**src/hw/rtl/stw_pkg.sv**
```systemverilog
package stw_pkg;

	localparam int TEXT_DEPTH = 256;
	localparam int MAX_WINDOW = 32;

	localparam int ADDR_W  = $clog2(TEXT_DEPTH);
	localparam int LEN_W   = $clog2(TEXT_DEPTH + 1);
	localparam int COL_W   = $clog2(MAX_WINDOW);
	localparam int WID_W   = $clog2(MAX_WINDOW + 1);
	// wide enough for text length and for gap plus window
	localparam int CMP_W   = ((LEN_W > 7) ? LEN_W : 7) + 1;
	localparam int CHAR_W  = 8;
	localparam int PADDR_W = 4;
	localparam int PDATA_W = 32;

	typedef enum logic [1:0] {
		KIND_WRITE  = 2'd0,
		KIND_COMMIT = 2'd1,
		KIND_TICK   = 2'd2
	} kind_t;

	typedef enum logic [1:0] {
		REG_WINDOW_WIDTH = 2'd0,
		REG_GAP_LENGTH   = 2'd1,
		REG_STEP_DIVIDE  = 2'd2,
		REG_EDGE_PAUSE   = 2'd3
	} reg_idx_t;

	// scroll snapshot handed to the frame sequencer at a tick
	typedef struct packed {
		logic [ADDR_W-1:0] pos;
		logic [LEN_W-1:0]  rem;
		logic              fits;
		logic [WID_W-1:0]  width;
	} frame_req_t;

	function automatic logic [WID_W-1:0] eff_width(input logic [5:0] ww);
		logic [WID_W-1:0] w;
		if (ww == 6'd0)
			w = WID_W'(1);
		else if (int'(ww) > MAX_WINDOW)
			w = WID_W'(MAX_WINDOW);
		else
			w = WID_W'(ww);
		return w;
	endfunction

endpackage

```
**src/hw/rtl/scrolling_text_window.sv**
```systemverilog
// text marquee scroller. a write request (kind write) stores one character in the
// 256-entry text store and a commit request sets the text length (gap included)
// and may restart the scroll; neither makes the block busy. a tick request emits
// one frame as separate column results, as many as the effective window width
// (window_width, with 0 read as 1 and above 32 read as 32), one column per cycle
// while results do not stall; every column is one read of the single read port of
// the text store. the block is busy until the last read is issued, and each read
// passes the read and result registers. stalls on the result side
// stretch the frame by the stall length. the scroll state (position, pause and
// divider counts) advances at the accepting edge of each tick, and the frame shows
// the position as it stood before that step. the text store has no reset and needs
// no clearing pass; entries must be written before a frame shows them.
// configuration registers sit on the apb port at byte offsets 0, 4, 8 and 12
// (window width, gap length, step divide, edge pause) and may only be written
// while no frame is in flight.
module scrolling_text_window import stw_pkg::*; (
	input  logic               clk,
	input  logic               arst_n,

	input  logic               psel,
	input  logic               penable,
	input  logic               pwrite,
	input  logic [PADDR_W-1:0] paddr,
	input  logic [PDATA_W-1:0] pwdata,
	output logic [PDATA_W-1:0] prdata,
	output logic               pready,

	input  logic               item_valid,
	output logic               item_ready,
	input  logic [1:0]         kind,
	input  logic [7:0]         position,
	input  logic [7:0]         char_value,
	input  logic [8:0]         new_length,
	input  logic               restart,

	output logic               result_valid,
	input  logic               result_ready,
	output logic [7:0]         out_char,
	output logic               char_valid,
	output logic               last_column
);

	// configuration registers
	logic [5:0] window_width_q;
	logic [3:0] gap_length_q;
	logic [7:0] step_divide_q;
	logic [7:0] edge_pause_q;

	logic              cfg_wr;
	reg_idx_t          cfg_idx;

	logic              accept;
	logic              wr_en;
	logic              commit_en;
	logic              tick_en;
	logic              busy;

	frame_req_t        snap;
	logic              rd_en;
	logic [ADDR_W-1:0] rd_addr;
	logic [CHAR_W-1:0] rd_data;

	// apb side, zero wait states
	assign pready  = 1'b1;
	assign cfg_idx = reg_idx_t'(paddr[3:2]);
	assign cfg_wr  = psel && penable && pwrite;

	always_ff @(posedge clk or negedge arst_n) begin
		if (!arst_n) begin
			window_width_q <= 6'd16;
			gap_length_q   <= 4'd4;
			step_divide_q  <= 8'd8;
			edge_pause_q   <= 8'd10;
		end else if (cfg_wr) begin
			case (cfg_idx)
				REG_WINDOW_WIDTH: window_width_q <= pwdata[5:0];
				REG_GAP_LENGTH:   gap_length_q   <= pwdata[3:0];
				REG_STEP_DIVIDE:  step_divide_q  <= pwdata[7:0];
				REG_EDGE_PAUSE:   edge_pause_q   <= pwdata[7:0];
				default: ;
			endcase
		end
	end

	always_comb begin
		case (cfg_idx)
			REG_WINDOW_WIDTH: prdata = PDATA_W'(window_width_q);
			REG_GAP_LENGTH:   prdata = PDATA_W'(gap_length_q);
			REG_STEP_DIVIDE:  prdata = PDATA_W'(step_divide_q);
			REG_EDGE_PAUSE:   prdata = PDATA_W'(edge_pause_q);
			default:          prdata = '0;
		endcase
	end

	// request decode; kind 3 is accepted and dropped
	assign item_ready = !busy;
	assign accept     = item_valid && item_ready;
	assign wr_en      = accept && (kind == KIND_WRITE);
	assign commit_en  = accept && (kind == KIND_COMMIT);
	assign tick_en    = accept && (kind == KIND_TICK);

	// text store: written by requests, read by the frame sequencer
	stw_ram #(
		.WIDTH (CHAR_W),
		.DEPTH (TEXT_DEPTH)
	) u_text_store (
		.clk   (clk),
		.we    (wr_en),
		.waddr (ADDR_W'(position)),
		.wdata (char_value),
		.re    (rd_en),
		.raddr (rd_addr),
		.rdata (rd_data)
	);

	// scroll position, pause and divider
	stw_scroll u_scroll (
		.clk         (clk),
		.arst_n      (arst_n),
		.commit_en   (commit_en),
		.new_length  (new_length),
		.restart     (restart),
		.tick_en     (tick_en),
		.width       (eff_width(window_width_q)),
		.gap         (gap_length_q),
		.step_divide (step_divide_q),
		.edge_pause  (edge_pause_q),
		.snap        (snap)
	);

	// one column per cycle out of the store while results do not stall
	stw_frame u_frame (
		.clk          (clk),
		.arst_n       (arst_n),
		.start        (tick_en),
		.snap         (snap),
		.busy         (busy),
		.rd_en        (rd_en),
		.rd_addr      (rd_addr),
		.rd_data      (rd_data),
		.result_valid (result_valid),
		.result_ready (result_ready),
		.out_char     (out_char),
		.char_valid   (char_valid),
		.last_column  (last_column)
	);

endmodule

```
**src/hw/rtl/stw_ram.sv**
```systemverilog
module stw_ram #(
	parameter int WIDTH = 8,
	parameter int DEPTH = 256
) (
	input  logic                     clk,
	input  logic                     we,
	input  logic [$clog2(DEPTH)-1:0] waddr,
	input  logic [WIDTH-1:0]         wdata,
	input  logic                     re,
	input  logic [$clog2(DEPTH)-1:0] raddr,
	output logic [WIDTH-1:0]         rdata
);

	logic [WIDTH-1:0] mem [DEPTH];

	always_ff @(posedge clk) begin
		if (we)
			mem[waddr] <= wdata;
		if (re)
			rdata <= mem[raddr];
	end

endmodule

```
**src/hw/rtl/stw_scroll.sv**
```systemverilog
module stw_scroll import stw_pkg::*; (
	input  logic             clk,
	input  logic             arst_n,
	input  logic             commit_en,
	input  logic [8:0]       new_length,
	input  logic             restart,
	input  logic             tick_en,
	input  logic [WID_W-1:0] width,
	input  logic [3:0]       gap,
	input  logic [7:0]       step_divide,
	input  logic [7:0]       edge_pause,
	output frame_req_t       snap
);

	logic [LEN_W-1:0]  len_q;
	logic [ADDR_W-1:0] pos_q;
	logic [7:0]        pause_q;
	logic [7:0]        tick_q;

	logic [LEN_W-1:0]  rem;
	logic              fits;
	logic              at_edge;
	logic [7:0]        tick_n;
	logic [7:0]        div;
	logic              take_step;
	logic [ADDR_W-1:0] pos_adv;
	logic [LEN_W-1:0]  len_sat;

	always_comb begin
		rem = (LEN_W'(pos_q) <= len_q) ? (len_q - LEN_W'(pos_q)) : '0;
		fits = (CMP_W'(len_q) <= CMP_W'(gap)) ||
			((CMP_W'(len_q) - CMP_W'(gap)) <= CMP_W'(width));
		at_edge = (pos_q == '0) || (CMP_W'(rem) == (CMP_W'(gap) + CMP_W'(width)));
		tick_n = tick_q + 8'd1;
		div = (step_divide == 8'd0) ? 8'd1 : step_divide;
		take_step = (tick_n >= div);
		pos_adv = ((LEN_W'(pos_q) + LEN_W'(1)) >= len_q) ? '0 : (pos_q + ADDR_W'(1));
		len_sat = (int'(new_length) > TEXT_DEPTH) ? LEN_W'(TEXT_DEPTH) : LEN_W'(new_length);
	end

	assign snap.pos   = pos_q;
	assign snap.rem   = rem;
	assign snap.fits  = fits;
	assign snap.width = width;

	always_ff @(posedge clk or negedge arst_n) begin
		if (!arst_n) begin
			len_q   <= '0;
			pos_q   <= '0;
			pause_q <= '0;
			tick_q  <= '0;
		end else if (commit_en) begin
			len_q <= len_sat;
			if (restart) begin
				pos_q   <= '0;
				pause_q <= '0;
				tick_q  <= '0;
			end else if (LEN_W'(pos_q) >= len_sat) begin
				pos_q <= '0;
			end
		end else if (tick_en) begin
			tick_q <= take_step ? 8'd0 : tick_n;
			if (take_step) begin
				if (at_edge && (pause_q < edge_pause)) begin
					pause_q <= pause_q + 8'd1;
				end else begin
					pause_q <= '0;
					pos_q   <= pos_adv;
				end
				if (fits)
					pos_q <= '0;
			end
		end
	end

endmodule

```
**src/hw/rtl/stw_frame.sv**
```systemverilog
module stw_frame import stw_pkg::*; (
	input  logic              clk,
	input  logic              arst_n,
	input  logic              start,
	input  frame_req_t        snap,
	output logic              busy,
	output logic              rd_en,
	output logic [ADDR_W-1:0] rd_addr,
	input  logic [CHAR_W-1:0] rd_data,
	output logic              result_valid,
	input  logic              result_ready,
	output logic [CHAR_W-1:0] out_char,
	output logic              char_valid,
	output logic              last_column
);

	logic              busy_q;
	logic [COL_W-1:0]  col_q;
	frame_req_t        req_q;

	logic              v_s1;
	logic              blank_s1;
	logic              last_s1;

	logic              res_v_q;
	logic [CHAR_W-1:0] char_q;
	logic              cvalid_q;
	logic              last_q;

	logic              in_text;
	logic              col_blank;
	logic              col_last;
	logic              move_s1;
	logic              issue;

	always_comb begin
		in_text   = CMP_W'(col_q) < CMP_W'(req_q.rem);
		col_blank = !in_text && req_q.fits;
		col_last  = (CMP_W'(col_q) + CMP_W'(1)) == CMP_W'(req_q.width);
		// wrap-around columns restart from the head of the text
		rd_addr   = in_text ? (req_q.pos + ADDR_W'(col_q))
			: (ADDR_W'(col_q) - ADDR_W'(req_q.rem));
		move_s1   = v_s1 && (!res_v_q || result_ready);
		issue     = busy_q && (!v_s1 || move_s1);
	end

	assign rd_en = issue;
	assign busy  = busy_q;

	always_ff @(posedge clk or negedge arst_n) begin
		if (!arst_n) begin
			busy_q <= 1'b0;
			col_q  <= '0;
		end else if (start) begin
			busy_q <= 1'b1;
			col_q  <= '0;
		end else if (issue) begin
			col_q <= col_last ? '0 : (col_q + COL_W'(1));
			if (col_last)
				busy_q <= 1'b0;
		end
	end

	always_ff @(posedge clk) begin
		if (start)
			req_q <= snap;
	end

	// read in flight
	always_ff @(posedge clk or negedge arst_n) begin
		if (!arst_n) begin
			v_s1 <= 1'b0;
		end else if (issue) begin
			v_s1 <= 1'b1;
		end else if (move_s1) begin
			v_s1 <= 1'b0;
		end
	end

	always_ff @(posedge clk) begin
		if (issue) begin
			blank_s1 <= col_blank;
			last_s1  <= col_last;
		end
	end

	// result register
	always_ff @(posedge clk or negedge arst_n) begin
		if (!arst_n) begin
			res_v_q <= 1'b0;
		end else if (move_s1) begin
			res_v_q <= 1'b1;
		end else if (result_ready) begin
			res_v_q <= 1'b0;
		end
	end

	always_ff @(posedge clk) begin
		if (move_s1) begin
			char_q   <= blank_s1 ? '0 : rd_data;
			cvalid_q <= !blank_s1;
			last_q   <= last_s1;
		end
	end

	assign result_valid = res_v_q;
	assign out_char     = char_q;
	assign char_valid   = cvalid_q;
	assign last_column  = last_q;

endmodule

```
**config.mk**
```make
export PLATFORM = sky130hd
export DESIGN_NAME = scrolling_text_window
export DESIGN_NICKNAME = d
export VERILOG_FILES = /design/src/hw/rtl/stw_pkg.sv /design/src/hw/rtl/scrolling_text_window.sv /design/src/hw/rtl/stw_ram.sv /design/src/hw/rtl/stw_scroll.sv /design/src/hw/rtl/stw_frame.sv
export SDC_FILE = /design/constraint.sdc
export NUM_CORES = 2
export LEC_CHECK = 0
export BUFFER_PORTS_ARGS = -buffer_cell sky130_fd_sc_hd__buf_2
export CORE_MARGIN = 4
export CORE_UTILIZATION = 57
export DETAILED_ROUTE_END_ITERATION = 10
export GPL_TIMING_DRIVEN = 0
export PLACE_DENSITY = 0.76
export SLEW_MARGIN = 20
export SYNTH_ARGS = -nofsm -noshare
export SYNTH_HDL_FRONTEND = slang
export SYNTH_SLANG_ARGS = --single-unit
```
**constraint.sdc**
```tcl
create_clock -name clk -period 5.6 [get_ports clk]
set_input_delay 0.28 -clock clk [delete_from_list [all_inputs] [get_ports clk]]
set_output_delay 0.28 -clock clk [all_outputs]
set_load 0.03 [all_outputs]
```
Word level (Yosys, flattened, before mapping)
Memories as Yosys holds them, arrays and structs flattened. A register that Yosys moved wholly into a read port is not among the register bits. Cells that the tools add are included. W data, S select, Z words.

Register bits: 103. Bits in latches: 0. RAM bits: 2048. Bits in read-only memories: 0. Input bits: 71. Output and inout port bits: 45. Logic and storage cells: 126. Memories kept: 1.

Memories: u_text_store.mem (depth 256, width 8, read ports 1, clocked after memory_dff 1, write ports 1, line stw_ram.sv:14) `logic [WIDTH-1:0] mem [DEPTH];`.

Add/sub/neg operators: 11. Multipliers: 0. Divide/modulo/power cells: 0. Order comparisons: 10. Equal/unequal tests: 10. Shifts and indexed selects: 0. Multiplexer cells: 35. Bitwise gates (word level): 0. Reductions and logical operators: 38.

Operator list (number): $mux W8 (18); $pmux W32 S4 (1); $add A8 B1 Y8 const B (3); $mux W9 (2); $logic_not A8 Y1 (2); $mux W5 (3); $mux W6 (2); $reduce_and A2 Y1 (6); $reduce_bool A2 Y1 (6); $eq A10 B6 Y1 (1); $eq A9 B10 Y1 (1); $le A10 B6 Y1 (1); $logic_and A1 B1 Y1 (10); $sub A9 B4 Y10 (1); $add A8 B1 Y9 const B (1); $ge A8 B9 Y1 (1); $ge A9 B9 Y1 (1); $gt A9 B9 Y1 const B (1); $le A8 B9 Y1 (1); $le A9 B4 Y1 (1); $lt A5 B9 Y1 (1); $mux W1 (9); $sub A9 B8 Y9 (1); $add A8 B5 Y8 (1); 17 further kinds (29).

Logic depth before layout (Yosys ltp)
Depth after elaboration: 12. Gate-level depth with buffers: 22. Depth with buffers taken out: 19.

Cells and area by module
A second synthesis with hierarchy kept.

Cells, all modules: 4503. Area total of the unflattened synthesis: 87242.4 um^2.

Modules (own cells, without submodules): stw_ram (times used 1, cells each 3733, area each 79636.4 um^2); stw_scroll (times used 1, cells each 470, area each 3916.3 um^2); stw_frame (times used 1, cells each 188, area each 2215.9 um^2); scrolling_text_window (times used 1, cells each 112, area each 1473.9 um^2).

Least setup slack after synthesis
OpenSTA, ideal clock, no wires.

Path kind: reg-to-reg. Start point: register u_frame.col_q[2]. End point: register u_text_store.rdata[6], read port of u_text_store.mem (data pin). Arrival time: 4.995 ns. Data required time: 5.328 ns. Setup slack: 0.333 ns. Cell stages (with the launch flop): 18. Buffers on the path: 5. Period minus slack after synthesis: 5.267 ns. Cells stage by stage: dfrtp_1 > ha_1 > nand2_1 > o21ai_0 > nand2_1 > a21oi_1 > clkbuf_1 > mux2_2 > fa_1 > buf_2 > buf_2 > clkbuf_1 > clkbuf_1 > mux4_2 > mux4_2 > a211oi_1 > a21oi_1 > mux4_2.

Cells in the longest elaborated chain, start to end: 2. Elaborated cells between the ends (all ways): 4. Classes of those cells: 2 x add/sub; 1 x order compare; 1 x mux.

Ends and longest elaborated chain: start: declaration (line stw_frame.sv:18) `logic [COL_W-1:0] col_q;`; start signal: assignment (line stw_frame.sv:58) `col_q <= col_last ? '0 : (col_q + COL_W'(1));`; $sub A5 B8 Y8 (tied with other cells) (line stw_frame.sv:42) `: (ADDR_W'(col_q) - ADDR_W'(req_q.rem));`; $mux W8 * (line stw_frame.sv:41) `rd_addr = in_text ? (req_q.pos + ADDR_W'(col_q))`; end: declaration (line stw_ram.sv:11) `output logic [WIDTH-1:0] rdata`.

Mark *: on every way between the ends. The rest lies on a longest branch, timed or not. A chain may end at the register's enable or synchronous reset.

Worst setup path after layout
Start point: register u_frame.col_q[2]. End point: register u_text_store.rdata[1], read port of u_text_store.mem (data pin).

The elaborated chain is that of the path after synthesis.

==> impl_metrics.env <==
export IMPL_status="finished, final reports clean"
export IMPL_wl_per_cell_um=33.14
export IMPL_comb_power_share_pct=40.4
export IMPL_fin_setup_tns_ns=0
export IMPL_die_w_um=397.9
export IMPL_critical_path_class="reg -> reg"
export IMPL_final_cell_count_no_fill=6655
export IMPL_cp_arrival_ns=6.02
export IMPL_crit_path_end_kind="flop"
export IMPL_dp_cells=6219
export IMPL_critPathMaxFanout=10
export IMPL_cp_start_kind="flop"
export IMPL_p_leak_nw=31.34
export IMPL_ys_ff_latch=2159
export IMPL_ioPinCount=116
export IMPL_yosysSeqAreaShare_pct=74.42
export IMPL_rsz0062_at_grt="false"
export IMPL_switching_share_pct=34.17
export IMPL_grt_antenna_before_repair=4
export IMPL_slew_viol_final=0
export IMPL_max_freq_mhz=182.6
export IMPL_grtUsageTotal_pct=28.03
export IMPL_holdWs_ns=0.1059
export IMPL_drt_iter0_markers=6714
export IMPL_grt_max_degree=137
export IMPL_cts_tree="done"
export IMPL_synth_top_area_share_pct=72.48
export IMPL_critPathLaunch="u_frame.col_q[2]"
export IMPL_nets=4606
export IMPL_hp_class="in -> reg"
export IMPL_die_area_um2=158400
export IMPL_initial_core_util_pct=57.60
export IMPL_ant_nets=0
export IMPL_yosys_warnings=0
export IMPL_area_growth_pct=13.61
export IMPL_maxCapViolCount=0
export IMPL_dieHeight_um=397.9
export IMPL_cts_sinks=2159
export IMPL_p_seq_share_pct=34.0
export IMPL_cts_root_buf="clkbuf_16"
export IMPL_switchingPower_mw=18.36
export IMPL_synth_enable_flop_cells=2092
export IMPL_slew_headroom_pct=13.94
export IMPL_vias=44179
export IMPL_ys_top_cells_by_count="2,092 x edfxtp_1, 652 x mux4_2, 307 x nor2_1"
export IMPL_dp_hpwl_um=137200
export IMPL_htreeDepth=4
export IMPL_vias_per_cell=6.638
export IMPL_synth_area_leaders="edfxtp_1 72%, mux4_2 17%, dfrtp_1 1.8%"
export IMPL_placed_area_um2=90200
export IMPL_drive_above_1_share_pct=28.18
export IMPL_synth_ff_type="edfxtp_1"
export IMPL_drt_total_wl_um=220500
export IMPL_clk_pin_slew_ns=0.06
export IMPL_synthesis_area_um2=86670
export IMPL_grt_pass1_vias=44202
export IMPL_stdcell_area_um2=98470
export IMPL_power_density_nw_per_um2=545.5
export IMPL_dr_pass1_iters=6
export IMPL_rows=142
export IMPL_cts_max_path_buffers=3
export IMPL_synthArstFlopShare_pct=3.103
export IMPL_power_mw=53.71
export IMPL_finalHoldViolations=0
export IMPL_numPortBuffers=63
export IMPL_avgSynthCellArea_um2=21.16
export IMPL_cp_required_ns=6.14
export IMPL_synth_most_common_cell="edfxtp_1"
export IMPL_syn_inst=4096
export IMPL_fin_skew_ns=0.03512
export IMPL_grt_ovfl_total=0
export IMPL_fin_util_pct=65.44
export IMPL_setup_violations=0
export IMPL_peakVddDrop_v=0.0003779
export IMPL_grt_pass1_wl_um=315400
export IMPL_routabilityCongestion=0.9297
export IMPL_min_period_ns=5.477
export IMPL_design_core_area_um2=150500
export IMPL_r2r_start="u_frame.col_q[2]"
export IMPL_clockPowerShare_pct=25.6
export IMPL_numCtsBuffers=205
export IMPL_pre_cts_slack_ns=-2.432
export IMPL_finalCritPeriodShare_pct=97.79
export IMPL_final_setup_worst_slack_ns=0.1235
export IMPL_synth_cell_types=72
export IMPL_yosys_area_top_type="edfxtp_1"
export IMPL_holdCritStartpoint="pwrite"
export IMPL_clk_latency_ns=0.84
export IMPL_p_int_mw=35.36
export IMPL_route_detailed_drc=0
export IMPL_worstMarginPinSlew_ns=1.291
layout make-up:
class,count,area (µm²)
Fill cell,9429,52010
Inverter,64,240.2
Timing Repair Buffer,136,1418
Clock buffer,256,5371
Sequential cell,2159,64510
Buffer,228,1829
Tap cell,2016,2522
Multi-Input combinational cell,1668,21400
Clock inverter,123,1169
Antenna cell,5,12.51
worst paths after layout:
check | endpoint | slack [ns] | cells past startpoint
setup reg to reg | u_text_store.rdata[1] | 0.12 | 17
hold reg to reg | u_frame.last_column | 0.42 | 0
hold / removal | gap_length_q[0] | 0.11 | 4
max in group asynchronous | u_frame.col_q[1] | 4.13 | 4
min in group asynchronous | gap_length_q[2] | 0.50 | 3
setup / recovery | u_text_store.rdata[1] | 0.12 | 17
cells by family after synthesis:
group           count (synthesis)  synth area share, %
flops                        2159                74.42
fa+ha+maj                      73                1.088
compound gates                233                1.776
other cells                     2             0.008665
buf+inv                       292                1.597
mux                           712                17.66
simple gates                  586                3.045
xor+xnor                       39               0.4028
critical path: stages (launching register included):
cell	delay [ns]
dfrtp_2	0.46
ha_1	0.31
nand2_1	0.05
o21ai_0	0.14
nand2_1	0.13
a21oi_4	0.18
buf_4	0.18
mux2_2	0.37
fa_1	0.54
buf_12	0.18
clkbuf_16	0.20
buf_12	0.18
clkbuf_4	0.27
mux4_2	0.38
mux4_2	0.56
mux2i_2	0.33
a21oi_1	0.12
mux4_2	0.57
power groups by stage:
stage               sequential [mW]  combinational, mW  clock (mW)
detailed placement             18.6               19.1           0
global placement               18.7               18.8           0
floorplan                      18.6               12.2           0
CTS                            18.3               20.8        13.8
finish                         18.3               21.7        13.7
global route                   18.3               22.4        14.5
cells in the final DEF, fill, tap and decap left out, drive strengths merged, types with 20 or more instances in the layout:
master       count
edfxtp        2092
mux4           652
clkbuf         352
nor2           308
buf            221
nand2           87
clkinv          84
inv             77
ha              69
a21oi           65
nor2b           63
dfrtp           62
o21ai           56
dlygate4sd3     45
mux2i           41
a211oi          37
nand3           31
nand2b          28
conb            25
xnor2           21
nor3            20
routing by layer:
metal | track usage (%) | routed length [µm] | share of wire [%]
met5 | 0.2155 | 0 | 0
met2 | 44.26 | 108100 | 49
met1 | 38.12 | 78490 | 36
met3 | 6.260 | 23360 | 11
met4 | 12.42 | 10560 | 4.8
sequential cells by signal, summed over array words and instances, names as in the netlist, 4 cells and up:
register,cells
u_frame.out_char,8
window_width_q,6
u_scroll.pos_q,8
step_divide_q,8
u_text_store.mem,2048
u_scroll.len_q,9
u_text_store.rdata,8
u_frame.req_q,24
u_scroll.tick_q,8
gap_length_q,4
u_frame.col_q,5
u_scroll.pause_q,8
edge_pause_q,8
what timing repair did:
item / 4_1_cts / 5_1_grt
endpoints found under the hold margin: 400 / 0
resized for setup: 277 / 137
hold buffers: 45 / 0
endpoints found under the setup margin: 8 / 8
setup buffers: 1 / 4
pin swaps: 2 / 2
gates cloned: 0 / 1
Power figures use the tool's default switching activity.
